===== src/rtl/core/two_level_page_walker_defines.svh =====
// Assertion helpers for the page walker RTL.
// Each one samples on clk and is switched off while rst_n is low.
`ifndef TWO_LEVEL_PAGE_WALKER_DEFINES_SVH
`define TWO_LEVEL_PAGE_WALKER_DEFINES_SVH

// Same-cycle implication
`define TPW_ASSERT_NOW(label, ante, cons, msg) \
  label: assert property (@(posedge clk) disable iff (!rst_n) (ante) |-> (cons)) \
    else $error(msg);

// Next-cycle implication
`define TPW_ASSERT_NEXT(label, ante, cons, msg) \
  label: assert property (@(posedge clk) disable iff (!rst_n) (ante) |=> (cons)) \
    else $error(msg);

`endif


===== src/rtl/core/tpw_pkg.sv =====
`timescale 1ns / 1ps

package tpw_pkg;

  // Input action codes
  localparam logic ACT_REQUEST  = 1'b0;
  localparam logic ACT_RESPONSE = 1'b1;

  // Result kinds
  localparam logic KIND_READ = 1'b0;
  localparam logic KIND_DONE = 1'b1;

  // Walk status codes
  localparam logic [1:0] ST_SUCCESS   = 2'd0;
  localparam logic [1:0] ST_INVALID   = 2'd1;
  localparam logic [1:0] ST_PAGED_OUT = 2'd2;

  // Presence profiles
  localparam logic [1:0] PROF_PLAIN   = 2'd0;
  localparam logic [1:0] PROF_LINUX   = 2'd1;
  localparam logic [1:0] PROF_WINDOWS = 2'd2;

  // Entry bit positions
  localparam int BIT_PRESENT = 0;
  localparam int BIT_LARGE   = 7;
  localparam int BIT_GLOBAL  = 8;
  localparam int BIT_PROTO   = 10;
  localparam int BIT_TRANS   = 11;

  // One decoded word waiting between front and back.
  // For a request, word holds the directory entry address;
  // for a response, word holds the returned entry.
  typedef struct packed {
    logic        is_resp;
    logic [31:0] va;
    logic [32:0] word;
  } tpw_entry_t;

  typedef struct packed {
    logic        result_kind;
    logic [32:0] read_address;
    logic [31:0] physical_address;
    logic [1:0]  walk_status;
  } tpw_result_t;

endpackage


===== src/rtl/core/tpw_if.sv =====
`timescale 1ns / 1ps

interface tpw_in_if;
  logic        valid;
  logic        ready;
  logic        action;
  logic [31:0] virtual_address;
  logic [31:0] directory_base;
  logic [31:0] read_data;

  modport source (output valid, action, virtual_address, directory_base, read_data,
                  input ready);
  modport sink   (input valid, action, virtual_address, directory_base, read_data,
                  output ready);
endinterface

interface tpw_out_if;
  logic        valid;
  logic        ready;
  logic        result_kind;
  logic [32:0] read_address;
  logic [31:0] physical_address;
  logic [1:0]  walk_status;

  modport source (output valid, result_kind, read_address, physical_address, walk_status,
                  input ready);
  modport sink   (input valid, result_kind, read_address, physical_address, walk_status,
                  output ready);
endinterface

interface tpw_cfg_if;
  logic       valid;
  logic       ready;
  logic [1:0] paging_profile;

  modport source (output valid, paging_profile, input ready);
  modport sink   (input valid, paging_profile, output ready);
endinterface


===== src/rtl/core/two_level_page_walker.sv =====
`timescale 1ns / 1ps
// Two-level 32-bit page table walker.
// in_ch carries words of two kinds: a translate request (virtual address and
// directory base) or a memory response (the 32-bit entry read). out_ch carries
// either a read request for the next entry or a finished translation with a
// status of success, invalid or paged out. cfg_ch writes the presence profile
// and is always ready; write it only while no walk is open.
// A request is answered by a directory read; feeding each read's data back as
// a response drives the walk on to a table read or to completion. Requests
// that arrive while a walk is open, and responses with no walk open, are
// dropped without a result.
// A result passes through two registers on its way to out_ch: first the queue,
// then the output register.
// Throughput: one word per cycle; the decode front feeds a QUEUE_DEPTH-entry
// queue and the walk step drains one entry per cycle into the output register.
// When the receiver stalls the output register holds, the queue fills and
// in_ch.ready drops once the queue is full.
// Reset (rst_n low, synchronous) empties the queue and output, closes any walk
// and sets the profile to plain.
module two_level_page_walker import tpw_pkg::*; #(
  parameter int QUEUE_DEPTH = 2
) (
  input  logic      clk,
  input  logic      rst_n,
  tpw_in_if.sink    in_ch,
  tpw_out_if.source out_ch,
  tpw_cfg_if.sink   cfg_ch
);

  logic       push;
  logic       q_full;
  logic       q_valid;
  logic       pop;
  tpw_entry_t push_entry;
  tpw_entry_t q_entry;

  tpw_front u_front (
    .in_ch      (in_ch),
    .q_full     (q_full),
    .push       (push),
    .push_entry (push_entry)
  );

  tpw_queue #(
    .DEPTH (QUEUE_DEPTH)
  ) u_queue (
    .clk        (clk),
    .rst_n      (rst_n),
    .push       (push),
    .push_entry (push_entry),
    .full       (q_full),
    .pop        (pop),
    .pop_entry  (q_entry),
    .not_empty  (q_valid)
  );

  tpw_back u_back (
    .clk     (clk),
    .rst_n   (rst_n),
    .q_valid (q_valid),
    .q_entry (q_entry),
    .pop     (pop),
    .out_ch  (out_ch),
    .cfg_ch  (cfg_ch)
  );

endmodule


===== src/rtl/core/tpw_front.sv =====
`timescale 1ns / 1ps

module tpw_front import tpw_pkg::*; (
  tpw_in_if.sink     in_ch,
  input  logic       q_full,
  output logic       push,
  output tpw_entry_t push_entry
);

  // Take a word whenever the queue has room
  assign in_ch.ready = !q_full;
  assign push        = in_ch.valid && in_ch.ready;

  // Classify and precompute the directory entry address for requests
  always_comb begin
    push_entry = '0;
    if (in_ch.action == ACT_REQUEST) begin
      push_entry.is_resp = 1'b0;
      push_entry.va      = in_ch.virtual_address;
      push_entry.word    = {1'b0, in_ch.directory_base} +
                           {21'b0, in_ch.virtual_address[31:22], 2'b00};
    end else begin
      push_entry.is_resp = 1'b1;
      push_entry.va      = '0;
      push_entry.word    = {1'b0, in_ch.read_data};
    end
  end

endmodule


===== src/rtl/core/tpw_queue.sv =====
`timescale 1ns / 1ps

module tpw_queue import tpw_pkg::*; #(
  parameter int DEPTH = 2
) (
  input  logic       clk,
  input  logic       rst_n,
  input  logic       push,
  input  tpw_entry_t push_entry,
  output logic       full,
  input  logic       pop,
  output tpw_entry_t pop_entry,
  output logic       not_empty
);

  localparam int AW = (DEPTH > 1) ? $clog2(DEPTH) : 1;
  localparam int CW = $clog2(DEPTH + 1);

  tpw_entry_t          slots_r [DEPTH];
  logic [AW-1:0]       wr_ptr_r, wr_ptr_nxt;
  logic [AW-1:0]       rd_ptr_r, rd_ptr_nxt;
  logic [CW-1:0]       count_r, count_nxt;

  assign full      = (count_r == CW'(DEPTH));
  assign not_empty = (count_r != '0);
  assign pop_entry = slots_r[rd_ptr_r];

  // Advance pointers with wrap and track fill level
  always_comb begin
    wr_ptr_nxt = wr_ptr_r;
    rd_ptr_nxt = rd_ptr_r;
    count_nxt  = count_r;
    if (push) begin
      wr_ptr_nxt = (wr_ptr_r == AW'(DEPTH - 1)) ? '0 : wr_ptr_r + AW'(1);
    end
    if (pop) begin
      rd_ptr_nxt = (rd_ptr_r == AW'(DEPTH - 1)) ? '0 : rd_ptr_r + AW'(1);
    end
    unique case ({push, pop})
      2'b10:   count_nxt = count_r + CW'(1);
      2'b01:   count_nxt = count_r - CW'(1);
      default: count_nxt = count_r;
    endcase
  end

  always_ff @(posedge clk) begin
    if (!rst_n) begin
      wr_ptr_r <= '0;
      rd_ptr_r <= '0;
      count_r  <= '0;
    end else begin
      wr_ptr_r <= wr_ptr_nxt;
      rd_ptr_r <= rd_ptr_nxt;
      count_r  <= count_nxt;
    end
  end

  // Store incoming word
  always_ff @(posedge clk) begin
    if (push) begin
      slots_r[wr_ptr_r] <= push_entry;
    end
  end

endmodule


===== src/rtl/core/tpw_back.sv =====
`timescale 1ns / 1ps
`include "two_level_page_walker_defines.svh"

module tpw_back import tpw_pkg::*; (
  input  logic       clk,
  input  logic       rst_n,
  input  logic       q_valid,
  input  tpw_entry_t q_entry,
  output logic       pop,
  tpw_out_if.source  out_ch,
  tpw_cfg_if.sink    cfg_ch
);

  typedef enum logic [2:0] {
    PH_IDLE  = 3'b001,
    PH_DIR   = 3'b010,
    PH_TABLE = 3'b100
  } phase_t;

  phase_t      phase_r, phase_nxt;
  logic [31:0] held_va_r, held_va_nxt;
  logic [1:0]  profile_r;
  logic        out_valid_r;
  tpw_result_t out_r;
  tpw_result_t res;
  logic        emit;
  logic        idle;
  logic [31:0] data;

  // Presence test under the selected profile; unknown profile acts as plain
  function automatic logic is_present(input logic [31:0] e, input logic [1:0] prof);
    logic p;
    logic trans;
    logic glob;
    p     = e[BIT_PRESENT];
    trans = e[BIT_TRANS] && !e[BIT_PROTO];
    glob  = e[BIT_GLOBAL];
    if (prof == PROF_LINUX) begin
      return p || glob;
    end else if (prof == PROF_WINDOWS) begin
      return p || trans;
    end
    return p;
  endfunction

  // Configuration is always taken
  assign cfg_ch.ready = 1'b1;

  always_ff @(posedge clk) begin
    if (!rst_n) begin
      profile_r <= PROF_PLAIN;
    end else if (cfg_ch.valid) begin
      profile_r <= cfg_ch.paging_profile;
    end
  end

  // Pop whenever the output register is free or being drained
  assign pop  = q_valid && (!out_valid_r || out_ch.ready);
  assign idle = !(phase_r == PH_DIR || phase_r == PH_TABLE);
  assign data = q_entry.word[31:0];

  // Walk step for the word at the queue head
  always_comb begin
    emit        = 1'b0;
    res         = '0;
    phase_nxt   = phase_r;
    held_va_nxt = held_va_r;
    if (pop) begin
      if (!q_entry.is_resp) begin
        // New request: only taken when no walk is open
        if (idle) begin
          emit             = 1'b1;
          res.result_kind  = KIND_READ;
          res.read_address = q_entry.word;
          held_va_nxt      = q_entry.va;
          phase_nxt        = PH_DIR;
        end
      end else begin
        unique case (phase_r)
          PH_DIR: begin
            emit      = 1'b1;
            phase_nxt = PH_IDLE;
            res.result_kind = KIND_DONE;
            if (!is_present(data, profile_r)) begin
              res.walk_status = data[BIT_LARGE] ? ST_PAGED_OUT : ST_INVALID;
            end else if (data[BIT_LARGE]) begin
              res.walk_status      = ST_SUCCESS;
              res.physical_address = {data[31:22], held_va_r[21:0]};
            end else begin
              // Go on to the page table entry
              res.result_kind  = KIND_READ;
              res.read_address = {1'b0, data[31:12], held_va_r[21:12], 2'b00};
              phase_nxt        = PH_TABLE;
            end
          end
          PH_TABLE: begin
            emit            = 1'b1;
            phase_nxt       = PH_IDLE;
            res.result_kind = KIND_DONE;
            if (!is_present(data, profile_r)) begin
              res.walk_status = ST_PAGED_OUT;
            end else begin
              res.walk_status      = ST_SUCCESS;
              res.physical_address = {data[31:12], held_va_r[11:0]};
            end
          end
          default: begin
            // Response with no walk open: drop
            emit = 1'b0;
          end
        endcase
      end
    end
  end

  always_ff @(posedge clk) begin
    if (!rst_n) begin
      phase_r     <= PH_IDLE;
      held_va_r   <= '0;
      out_valid_r <= 1'b0;
    end else begin
      phase_r   <= phase_nxt;
      held_va_r <= held_va_nxt;
      if (!out_valid_r || out_ch.ready) begin
        out_valid_r <= pop && emit;
      end
    end
  end

  // Load result word
  always_ff @(posedge clk) begin
    if (pop && emit) begin
      out_r <= res;
    end
  end

  assign out_ch.valid            = out_valid_r;
  assign out_ch.result_kind      = out_r.result_kind;
  assign out_ch.read_address     = out_r.read_address;
  assign out_ch.physical_address = out_r.physical_address;
  assign out_ch.walk_status      = out_r.walk_status;

  `TPW_ASSERT_NOW(a_no_pop_while_stalled, out_valid_r && !out_ch.ready, !pop,
    "back popped while a result was stalled")
  `TPW_ASSERT_NEXT(a_done_closes_walk, pop && emit && res.result_kind == KIND_DONE,
    phase_r == PH_IDLE, "finished walk left phase open")
  `TPW_ASSERT_NEXT(a_resp_read_to_table,
    pop && emit && q_entry.is_resp && res.result_kind == KIND_READ,
    phase_r == PH_TABLE, "table read issued without entering table phase")
  `TPW_ASSERT_NOW(a_fail_has_no_pa,
    out_valid_r && out_r.result_kind == KIND_DONE && out_r.walk_status != ST_SUCCESS,
    out_r.physical_address == '0, "failed walk carries a physical address")

endmodule

===== src/flat_wrapper.sv =====
// flat-port wrapper written by rule: the top's interface ports become plain ports
module two_level_page_walker_flat import tpw_pkg::*;
#(
  parameter int QUEUE_DEPTH = 2
)
  (clk, rst_n, in_ch_valid, in_ch_action, in_ch_virtual_address, in_ch_directory_base, in_ch_read_data, in_ch_ready, out_ch_valid, out_ch_result_kind, out_ch_read_address, out_ch_physical_address, out_ch_walk_status, out_ch_ready, cfg_ch_valid, cfg_ch_paging_profile, cfg_ch_ready);
  tpw_in_if in_ch_i ();
  tpw_out_if out_ch_i ();
  tpw_cfg_if cfg_ch_i ();
  input  logic clk;
  input  logic rst_n;
  input wire logic [$bits(in_ch_i.valid)-1:0] in_ch_valid;
  input wire logic [$bits(in_ch_i.action)-1:0] in_ch_action;
  input wire logic [$bits(in_ch_i.virtual_address)-1:0] in_ch_virtual_address;
  input wire logic [$bits(in_ch_i.directory_base)-1:0] in_ch_directory_base;
  input wire logic [$bits(in_ch_i.read_data)-1:0] in_ch_read_data;
  output wire logic [$bits(in_ch_i.ready)-1:0] in_ch_ready;
  output wire logic [$bits(out_ch_i.valid)-1:0] out_ch_valid;
  output wire logic [$bits(out_ch_i.result_kind)-1:0] out_ch_result_kind;
  output wire logic [$bits(out_ch_i.read_address)-1:0] out_ch_read_address;
  output wire logic [$bits(out_ch_i.physical_address)-1:0] out_ch_physical_address;
  output wire logic [$bits(out_ch_i.walk_status)-1:0] out_ch_walk_status;
  input wire logic [$bits(out_ch_i.ready)-1:0] out_ch_ready;
  input wire logic [$bits(cfg_ch_i.valid)-1:0] cfg_ch_valid;
  input wire logic [$bits(cfg_ch_i.paging_profile)-1:0] cfg_ch_paging_profile;
  output wire logic [$bits(cfg_ch_i.ready)-1:0] cfg_ch_ready;
  assign in_ch_i.valid = in_ch_valid;
  assign in_ch_i.action = in_ch_action;
  assign in_ch_i.virtual_address = in_ch_virtual_address;
  assign in_ch_i.directory_base = in_ch_directory_base;
  assign in_ch_i.read_data = in_ch_read_data;
  assign in_ch_ready = in_ch_i.ready;
  assign out_ch_valid = out_ch_i.valid;
  assign out_ch_result_kind = out_ch_i.result_kind;
  assign out_ch_read_address = out_ch_i.read_address;
  assign out_ch_physical_address = out_ch_i.physical_address;
  assign out_ch_walk_status = out_ch_i.walk_status;
  assign out_ch_i.ready = out_ch_ready;
  assign cfg_ch_i.valid = cfg_ch_valid;
  assign cfg_ch_i.paging_profile = cfg_ch_paging_profile;
  assign cfg_ch_ready = cfg_ch_i.ready;
  two_level_page_walker #(.QUEUE_DEPTH(QUEUE_DEPTH)) u_core (.clk(clk), .rst_n(rst_n), .in_ch(in_ch_i), .out_ch(out_ch_i), .cfg_ch(cfg_ch_i));
endmodule

===== config.mk =====
export PLATFORM = sky130hd
export DESIGN_NAME = two_level_page_walker_flat
export DESIGN_NICKNAME = d
export VERILOG_FILES = /design/src/rtl/core/tpw_pkg.sv /design/src/rtl/core/tpw_if.sv /design/src/rtl/core/two_level_page_walker.sv /design/src/rtl/core/tpw_front.sv /design/src/rtl/core/tpw_queue.sv /design/src/rtl/core/tpw_back.sv /design/src/flat_wrapper.sv
export VERILOG_INCLUDE_DIRS = /design/src /design/src/rtl/core
export SDC_FILE = /design/constraint.sdc
export NUM_CORES = 1
export LEC_CHECK = 0
export BUFFER_PORTS_ARGS = -buffer_cell sky130_fd_sc_hd__buf_2
export CORE_MARGIN = 3
export CORE_UTILIZATION = 57
export DETAILED_ROUTE_END_ITERATION = 10
export PLACE_DENSITY = 0.87
export SLEW_MARGIN = 15
export SYNTH_ARGS = -nofsm -noshare
export SYNTH_HDL_FRONTEND = slang
export SYNTH_HIERARCHICAL = 1
export SYNTH_SLANG_ARGS = --single-unit
export TNS_END_PERCENT = 100

===== constraint.sdc =====
create_clock -name clk -period 5.6 [get_ports clk]
set_input_delay 0.84 -clock clk [delete_from_list [all_inputs] [get_ports clk]]
set_output_delay 0.84 -clock clk [all_outputs]
set_load 0.01 [all_outputs]

==> impl_results.md, run 1 <==
- Detail Route Antenna Nets: 0
- IO buf count: 173
- Gpl congestion: 0.914
- DR iter-0 viols: 619
- CTS buffer count: 21
- Die height: 137 um
- Pleak: 4.30 nW
- Number of inserted diodes: 0
- Root buffer cell: clkbuf_16
- Clock buffer depth: 3
- CP required: 5.95 ns
- RSZ-0062 raised after global routing: false
- Total power: 4.69 mW
- Ys Warns: 6
- Peak VDD IR: 0.000262 V
- Initial antenna violation count: 0
- Drc violations: 0
- CP bufs+invs: 1
- Layout Cells excl Fill: 1147
- Dpl cells: 1111
- Cell count after synthesis: 759
- Total number of vias: 6679
- Post_cts resized: 0
- Critical path's slowest cell: nor4_4
- Outcome: finished, final reports clean
- CTS H-Tree Depth: 1
- All-Layer GR Usage: 22.7%
- GR Util met3: 4.24%
- Clock sink total: 213
- Number of global-route vias before repair: 6357
- HP Class: flop to flop
- Crit-path max FO: 32
- Postcts setup bufs: 0
- Setup crit end kind: flop
- Final Skew: 0.0154 ns
- Delay of the slowest cell on the worst path: 0.93 ns
- CTS tree: built
- Vias/cell: 5.82
- Post-route minimum period: 3.67 ns
- Clock Pin Slew Worst Setup and Hold Paths: 0.06 ns
- Grt met1 use: 30.2%
- Drt pass-1 iters: 5
- Nets@finish: 1033
- Delay-heaviest family, CP: simple AND/OR/NAND/NOR gates
- CP Launch Type: flop
- Largest net degree at the start of global routing: 104
- TNS Setup: 0 ns
- Routed len/inst: 18.8 um
- Syn_nets: 878
- Setup Viol. Count Final: 0
- Met2 usage: 37.7%
- DRT Wirelength: 21600 um
- CP cell instances: buf_4 -> mux2_2 -> nor4b_1 -> nor3_2 -> nor4_4 -> and2_1
- I/O Pins: 175
- Clk Latency, worst-skew pair: 0.50 ns
- Headroom to the max-slew limit: 29.1%
- Type of the worst setup path: flop to flop
- Worst-Margin Slew: 1.06 ns
- Die span in x: 137 um
- Core footprint: 16800 um^2
- Crit share post-route: 65.5%
- Full die area: 18900 um^2
- First-pass GRT wire length: 33200 um
- Hold-fix buffer count after cts: 0
- Grt total ovfl: 0
- Row cnt: 47
- Hold Vio Cnt, Final: 0
- Syn_area_per_cell: 13.0 um^2
- Synth-to-Final Area Change: 16.7%
- Initial Utilization: 58.8%
- Fraction of layout cells with a size suffix above 1: 31.2%
- Max Fclk: 0.273 GHz
- Fin. max-slew vios: 0
- HPWL Detailed: 14700 um
- Final-layout fill cell count: 1188
- Pwr dens: 408 nW/um^2
- WP data arrival: 4.02 ns
- Most used routing layer: met2
- Synthesized area: 9850 um^2
- Max-cap violation count: 0
-- layout make-up --
type | instances | area [um^2] | area share (%)
inverters | 10 | 37.5 | 0.326
repair buffers | 182 | 936 | 8.14
multi-input cells | 486 | 3520 | 30.6
clock buffers | 29 | 596 | 5.18
well taps | 220 | 275 | 2.39
clock inverters | 7 | 66.3 | 0.577
flip-flops and latches | 213 | 6070 | 52.8
-- final timing paths --
path	cells after the start	slack (ns)	from	end
worst max-delay path	6	1.93	flop	u_core/u_back/out_ch.physical_address[23]
worst min-delay path	2	0.46	u_core/u_back/held_va_r[5]	u_core/u_back/held_va_r[5]
worst max register to register	6	1.93	flop	u_core/u_back/out_ch.physical_address[23]
worst min register to register	2	0.46	u_core/u_back/held_va_r[5]	u_core/u_back/held_va_r[5]
-- layout by cell type, fill, tap and decap left out, types with 18 or more instances in the layout --
| cell | n |
|---|---|
| a21boi_0 | 23 |
| a21oi_1 | 18 |
| and2_1 | 31 |
| and3_1 | 23 |
| buf_2 | 172 |
| clkbuf_16 | 21 |
| dfxtp_1 | 32 |
| edfxtp_1 | 180 |
| mux2_2 | 60 |
| nand2_1 | 46 |
| nand3_1 | 31 |
| nor2_1 | 19 |
| nor2b_1 | 33 |
| o211ai_1 | 22 |
-- layer usage --
metal,vias to the layer above,wire [um]
met5,-,0
met2,279,10400
met3,36,1620
li1,3171,-
met4,0,544
met1,3193,8970
-- power breakdown --
group	switching, mW	internal [mW]
clock network	0.549	0.788
logic	0.677	0.434
registers	0.134	2.11
total	1.36	3.33
-- through the flow --
step / setup slack [ns] / util, % / cell area [um^2] / hold slack (ns)
6_report: 1.93 / 68.6 / 11500 / 0.463
5_1_grt: 1.72 / 68.6 / 11500 / 0.491
4_1_cts: 2.00 / 68.6 / 11500 / 0.465
3_5_place_dp: 2.00 / 64.6 / 10800 / 0.456
3_3_place_gp: 2.15 / 64.6 / 10800 / 0.446
2_1_floorplan: 0.897 / - / 9850 / 0.439
-- flip-flops by register name (all words and copies together) (netlist names), named ones only --
| register | flops |
|---|---|
| u_core/u_queue/slots_r | 112 |
| u_core/u_back/held_va_r | 22 |
| u_core/u_back/out_ch.walk_status | 2 |
| u_core/u_back/out_ch.read_address | 33 |
| u_core/u_back/profile_r | 2 |
| u_core/u_queue/rd_ptr_r | 1 |
| u_core/u_queue/wr_ptr_r | 1 |
| u_core/u_back/phase_r | 3 |
| u_core/u_back/out_ch.valid | 1 |
| u_core/u_back/out_ch.result_kind | 1 |
| u_core/u_back/out_ch.physical_address | 32 |
| u_core/u_queue/count_r | 2 |
-- tightest hold or removal path, stage by stage, from the launching register on --
cell and delay (ns):
dfxtp_1 0.30, nand2_1 0.05, a21boi_0 0.06
Power figures use the tool's default switching activity.
==> inputs of run 2 (changes only) <==
--- a/config.mk
+++ b/config.mk
@@ -8,9 +8,9 @@
 export LEC_CHECK = 0
 export BUFFER_PORTS_ARGS = -buffer_cell sky130_fd_sc_hd__buf_2
 export CORE_MARGIN = 3
-export CORE_UTILIZATION = 57
+export CORE_UTILIZATION = 51
 export DETAILED_ROUTE_END_ITERATION = 10
-export PLACE_DENSITY = 0.87
+export PLACE_DENSITY = 0.82
 export SLEW_MARGIN = 15
 export SYNTH_ARGS = -nofsm -noshare
 export SYNTH_HDL_FRONTEND = slang
==> constraint.sdc (replaced) <==
create_clock -name clk -period 3 [get_ports clk]
set_input_delay 0.45 -clock clk [delete_from_list [all_inputs] [get_ports clk]]
set_output_delay 0.45 -clock clk [all_outputs]
set_load 0.01 [all_outputs]
==> run 2 against run 1 <==
Worst setup slack worse by 1.4 ns. Clock power increased by 110%. First-iteration DRC count shrank 3.2%. Routed wire length up 7.7%. Global-route usage is 1.4 points lower. Sequential cell count unchanged. Highest routed layer unchanged. Critical endpoint unchanged. Final cell count grew 4.6%. Via count up 0.93%. Sequential power is 84% higher.
==> impl_results.md, run 2 (same netlist as run 1, synthesis figures left out) <==
- Grt total ovfl: 0
- Worst-Margin Slew: 0.744 ns
- Crit path to: u_core/u_back/out_ch.physical_address[23]
- TNS Setup: 0 ns
- Largest Register: u_core/u_queue/slots_r
- IO buf count: 173
- Hold-fix buffer count after cts: 0
- Post-route minimum period: 2.42 ns
- Reg2Reg Setup Slack: 0.58 ns
- All-Layer GR Usage: 21.2%
- I/O Pins: 175
- Total number of vias: 6741
- Reg2reg path depth: 7
- Fraction of layout cells with a size suffix above 1: 32.0%
- Setup Viol. Count Final: 0
- CTS H-Tree Depth: 1
- Detail Route Antenna Nets: 0
- DRT Wirelength: 23200 um
- Max Fclk: 0.413 GHz
- Place WS: 0.204 ns
- Postcts setup bufs: 0
- Vias/cell: 5.62
- Clock buffer depth: 3
- Pleak: 4.40 nW
- Type of the worst setup path: flop to flop
- Die span in x: 145 um
- Final-layout fill cell count: 1450
- Headroom to the max-slew limit: 50.1%
- Drc violations: 0
- Row cnt: 50
- HP Class: primary input to flop
- Max-cap violation count: 0
- Synth-to-Final Area Change: 19.4%
- CP required: 3.36 ns
- Max reg flops: 112
- Crit-path max FO: 13
- Final worst setup slack: 0.579 ns
- Clock Pin Slew Worst Setup and Hold Paths: 0.06 ns
- Number of inserted diodes: 0
- Nets@finish: 1043
- Reg-to-Reg End: u_core/u_back/out_ch.physical_address[23]
- Routed len/inst: 19.4 um
- DR iter-0 viols: 599
- Core footprint: 18800 um^2
- Gpl congestion: 0.891
- Core Util, Final: 62.5%
- WP data arrival: 2.78 ns
- Full die area: 21000 um^2
- Setup crit end kind: flop
- Number of global-route vias before repair: 6708
- Root buffer cell: clkbuf_16
- Initial Utilization: 52.3%
- Commonest non-fill, non-tap cell in the layout: edfxtp_1
- Fin. max-slew vios: 0
- Peak VDD IR: 0.000388 V
- Post_cts resized: 0
- Final Skew: 0.0183 ns
- Largest net degree at the start of global routing: 75
- CTS tree: built
- Crit share post-route: 80.7%
- CP Launch Type: flop
- Clk Latency, worst-skew pair: 0.50 ns
- Clock sink total: 213
- RSZ-0062 raised after global routing: false
- Die height: 145 um
- CTS buffer count: 22
- Drt pass-1 iters: 5
- Outcome: finished, final reports clean
- Most frequent cells in the layout: 180 x edfxtp_1, 172 x buf_2, 60 x mux2_2
- HPWL Detailed: 15700 um
- Pwr dens: 783 nW/um^2
- Hold Vio Cnt, Final: 0
- Initial antenna violation count: 0
- First-pass GRT wire length: 36000 um
run 2: changes by cell type in the layout (fill, tap and decap cells not counted), moves of 2 or more:
cell       before  now
buf_12          0    3
buf_4          10   15
clkbuf_16      21   23
clkbuf_1        4    1
clkinv_2        1    3
clkbuf_8        4    0
clkinv_1        3    6
bufinv_16       1    4
run 2: worst min-delay path by stage:
stage	from	endpoint	slack (ns)	cells after the start
global route	cfg_ch_paging_profile[0]	u_core/u_back/profile_r[0]	0.23	3
detailed placement	u_core/u_back/held_va_r[4]	u_core/u_back/held_va_r[4]	0.45	2
global placement	u_core/u_back/held_va_r[4]	u_core/u_back/held_va_r[4]	0.45	2
finish	cfg_ch_paging_profile[0]	u_core/u_back/profile_r[0]	0.21	3
CTS	cfg_ch_paging_profile[1]	u_core/u_back/profile_r[1]	0.20	3
floorplan	u_core/u_back/held_va_r[10]	u_core/u_back/held_va_r[10]	0.44	2
run 2: cell type report:
cell class / count / area (um^2) / area share, %
Clock buffer: 24 / 579 / 4.93
Clock inverter: 16 / 193 / 1.64
Inverter: 10 / 37.5 / 0.319
Multi-Input combinational cell: 486 / 3520 / 29.9
Sequential cell: 213 / 6070 / 51.6
Tap cell: 260 / 325 / 2.77
Timing Repair Buffer: 191 / 1040 / 8.88
run 2: through the flow:
step | std cells | hold WS (ns) | cell area [um^2] | power, mW
after floorplan | 759 | 0.439 | 9860 | 5.55
final | 1200 | 0.210 | 11800 | 9.21
after global placement | 1159 | 0.447 | 11000 | 6.34
after global routing | 1200 | 0.229 | 11800 | 9.59
after detailed placement | 1159 | 0.453 | 11000 | 6.41
after CTS | 1199 | 0.198 | 11800 | 9.26
run 2: critical path, cell delays in order (launching register included):
cell and delay (ns):
dfxtp_2 0.32, buf_4 0.19, mux2_2 0.25, nor4b_1 0.38
nor3_2 0.16, nor4_4 0.60, buf_6 0.24, and2_1 0.14
run 2: per-layer routing:
| metal | share of wire (%) | wire length (um) | GRT usage, % |
|---|---|---|---|
| met5 | 0 | 0 | 0 |
| met4 | 3.2 | 742 | 7.13 |
| met3 | 7.3 | 1700 | 3.56 |
| met2 | 47 | 10800 | 35.0 |
| met1 | 43 | 9940 | 28.8 |
run 2: power by group:
| group | total, mW | switching (mW) | leakage, nW | internal [mW] |
|---|---|---|---|---|
| clock network | 2.85 | 1.11 | 0.368 | 1.74 |
| registers | 4.13 | 0.196 | 1.98 | 3.93 |
| logic | 2.23 | 1.37 | 2.06 | 0.860 |
==> inputs of run 3 (changes only) <==
--- a/config.mk
+++ b/config.mk
@@ -6,11 +6,12 @@
 export SDC_FILE = /design/constraint.sdc
 export NUM_CORES = 1
 export LEC_CHECK = 0
+export ABC_AREA = 1
 export BUFFER_PORTS_ARGS = -buffer_cell sky130_fd_sc_hd__buf_2
 export CORE_MARGIN = 3
-export CORE_UTILIZATION = 51
+export CORE_UTILIZATION = 52
 export DETAILED_ROUTE_END_ITERATION = 10
-export PLACE_DENSITY = 0.82
+export PLACE_DENSITY = 0.83
 export SLEW_MARGIN = 15
 export SYNTH_ARGS = -nofsm -noshare
 export SYNTH_HDL_FRONTEND = slang
==> constraint.sdc (replaced) <==
create_clock -name clk -period 2.1 [get_ports clk]
set_input_delay 0.315 -clock clk [delete_from_list [all_inputs] [get_ports clk]]
set_output_delay 0.315 -clock clk [all_outputs]
set_load 0.01 [all_outputs]
==> run 3 against run 2 <==
Critical path depth grew 3. Routed wire length grew 3.8%. Clock-buffer cell count rose by 2. Critical endpoint is now u_core/u_back/out_ch.read_address[9].
==> impl_results.md, run 3 <==
- Outcome: finished, final reports clean
- Core Util, Final: 63.7%
- Largest net degree at the start of global routing: 61
- Die span in x: 148 um
- GR Util met3: 2.22%
- Drc violations: 0
- Post-route minimum period: 2.03 ns
- DR iter-0 viols: 592
- Commonest non-fill, non-tap cell in the layout: nand2_1
- Full die area: 21900 um^2
- First-pass GRT wire length: 37600 um
- Fraction of layout cells with a size suffix above 1: 33.4%
- Clock Pin Slew Worst Setup and Hold Paths: 0.06 ns
- I/O Pins: 175
- Fin area: 12500 um^2
- Drt pass-1 iters: 9
- Root buffer cell: clkbuf_16
- Grt met1 use: 29.3%
- Nets@finish: 1316
- Max-cap violation count: 0
- Gpl congestion: 0.908
- Synth-to-Final Area Change: 19.3%
- Post_cts resized: 0
- Fin. max-slew vios: 0
- Row cnt: 51
- Syn_nets: 1126
- Initial antenna violation count: 0
- IO buf count: 173
- Most used routing layer: met2
- Grt total ovfl: 0
- DRT Wirelength: 24100 um
- Hold-fix buffer count after cts: 0
- Number of global-route vias before repair: 7298
- Initial Utilization: 53.4%
- Die height: 148 um
- HPWL Detailed: 17500 um
- TNS Setup: 0 ns
- Headroom to the max-slew limit: 64.9%
- Max Fclk: 0.493 GHz
- Worst hold slack: 0.0660 ns
- Peak VDD IR: 0.000600 V
- Final Skew: 0.00775 ns
- All-Layer GR Usage: 21.5%
- Met2 usage: 37.1%
- Clock sink total: 213
- CTS H-Tree Depth: 1
- CP required: 2.38 ns
- CTS tree: built
- Critical path's slowest cell: dfxtp_4
- Setup Viol. Count Final: 0
- Most frequent cells in the layout: 211 x nand2_1, 180 x edfxtp_1, 173 x buf_2
- Total power: 14.5 mW
- CP Launch Type: flop
- Number of inserted diodes: 0
- Pleak: 5.41 nW
- CTS buffer count: 20
- Total number of vias: 7585
- Clock buffer depth: 3
- Routed len/inst: 16.3 um
- WP data arrival: 2.31 ns
- Largest Register: u_core/u_queue/slots_r
- Core footprint: 19700 um^2
- Hold Vio Cnt, Final: 0
- CP cell instances: buf_12 -> mux2_4 -> inv_1 -> nand2_1 -> nand2_1 -> nand2_1 -> nand2_1 -> nand2_1 -> buf_4 -> o22ai_1
- Vias/cell: 5.14
- Crit-path max FO: 10
- Postcts setup bufs: 0
- Ys Warns: 6
- Synthesized area: 10500 um^2
- Delay of the slowest cell on the worst path: 0.42 ns
- Type of the worst setup path: flop to flop
- Pwr dens: 1160 nW/um^2
- Most used cell, CP: nand2_1
- Setup crit end kind: flop
- Crit share post-route: 96.5%
- Area post-placement: 11800 um^2
- Cell count after synthesis: 1007
- Clk Latency, worst-skew pair: 0.48 ns
- Syn_area_per_cell: 10.4 um^2
- Worst-Margin Slew: 0.527 ns
- Detail Route Antenna Nets: 0
- Max reg flops: 112
- HP Class: primary input to flop
==> run 3: worst paths after layout <==
kind                         startpoint                                    to  slack, ns  cells after the start
min            cfg_ch_paging_profile[0]            u_core/u_back/profile_r[0]       0.07                      3
max                                flop  u_core/u_back/out_ch.read_address[9]       0.07                     10
max reg2reg                        flop  u_core/u_back/out_ch.read_address[9]       0.07                     10
min reg2reg  u_core/u_back/held_va_r[7]            u_core/u_back/held_va_r[7]       0.47                      2
==> run 3: critical path, delay by kind of cell (launching register included) <==
family	cells	cell delay, ns
AND/OR/NAND/NOR	5	0.45
flip-flops	1	0.42
buffers and inverters	3	0.41
multiplexers	1	0.31
AO/OA/AOI/OAI	1	0.24
==> run 3: where the power goes <==
group | total (mW) | internal (mW) | switching [mW] | leakage, nW
logic | 4.75 | 1.92 | 2.83 | 3.11
clock network | 3.56 | 2.11 | 1.46 | 0.315
registers | 6.22 | 5.87 | 0.354 | 1.98
==> run 3: final cells by class <==
cell class / count / area, um^2
tap: 265 / 332
clock inverter: 10 / 96.3
sequential: 213 / 6070
clock buffer: 26 / 554
fill: 1524 / 7140
inverter: 153 / 583
multi-input combinational: 603 / 3640
timing repair buffer: 206 / 1240
==> run 3: per-layer routing <==
metal	wire, um	share of wire (%)	vias to the layer above
li1	-	-	3702
met1	10100	42	3570
met2	11900	49	277
met3	1570	6.5	36
met4	461	1.9	0
met5	0	0	-
==> run 3: through the flow <==
step / setup WS (ns) / cells
final: 0.0727 / 1476
after global routing: -0.0204 / 1476
after CTS: 0.0809 / 1472
after detailed placement: -0.0405 / 1436
after global placement: 0.00137 / 1436
after floorplan: -0.388 / 1007
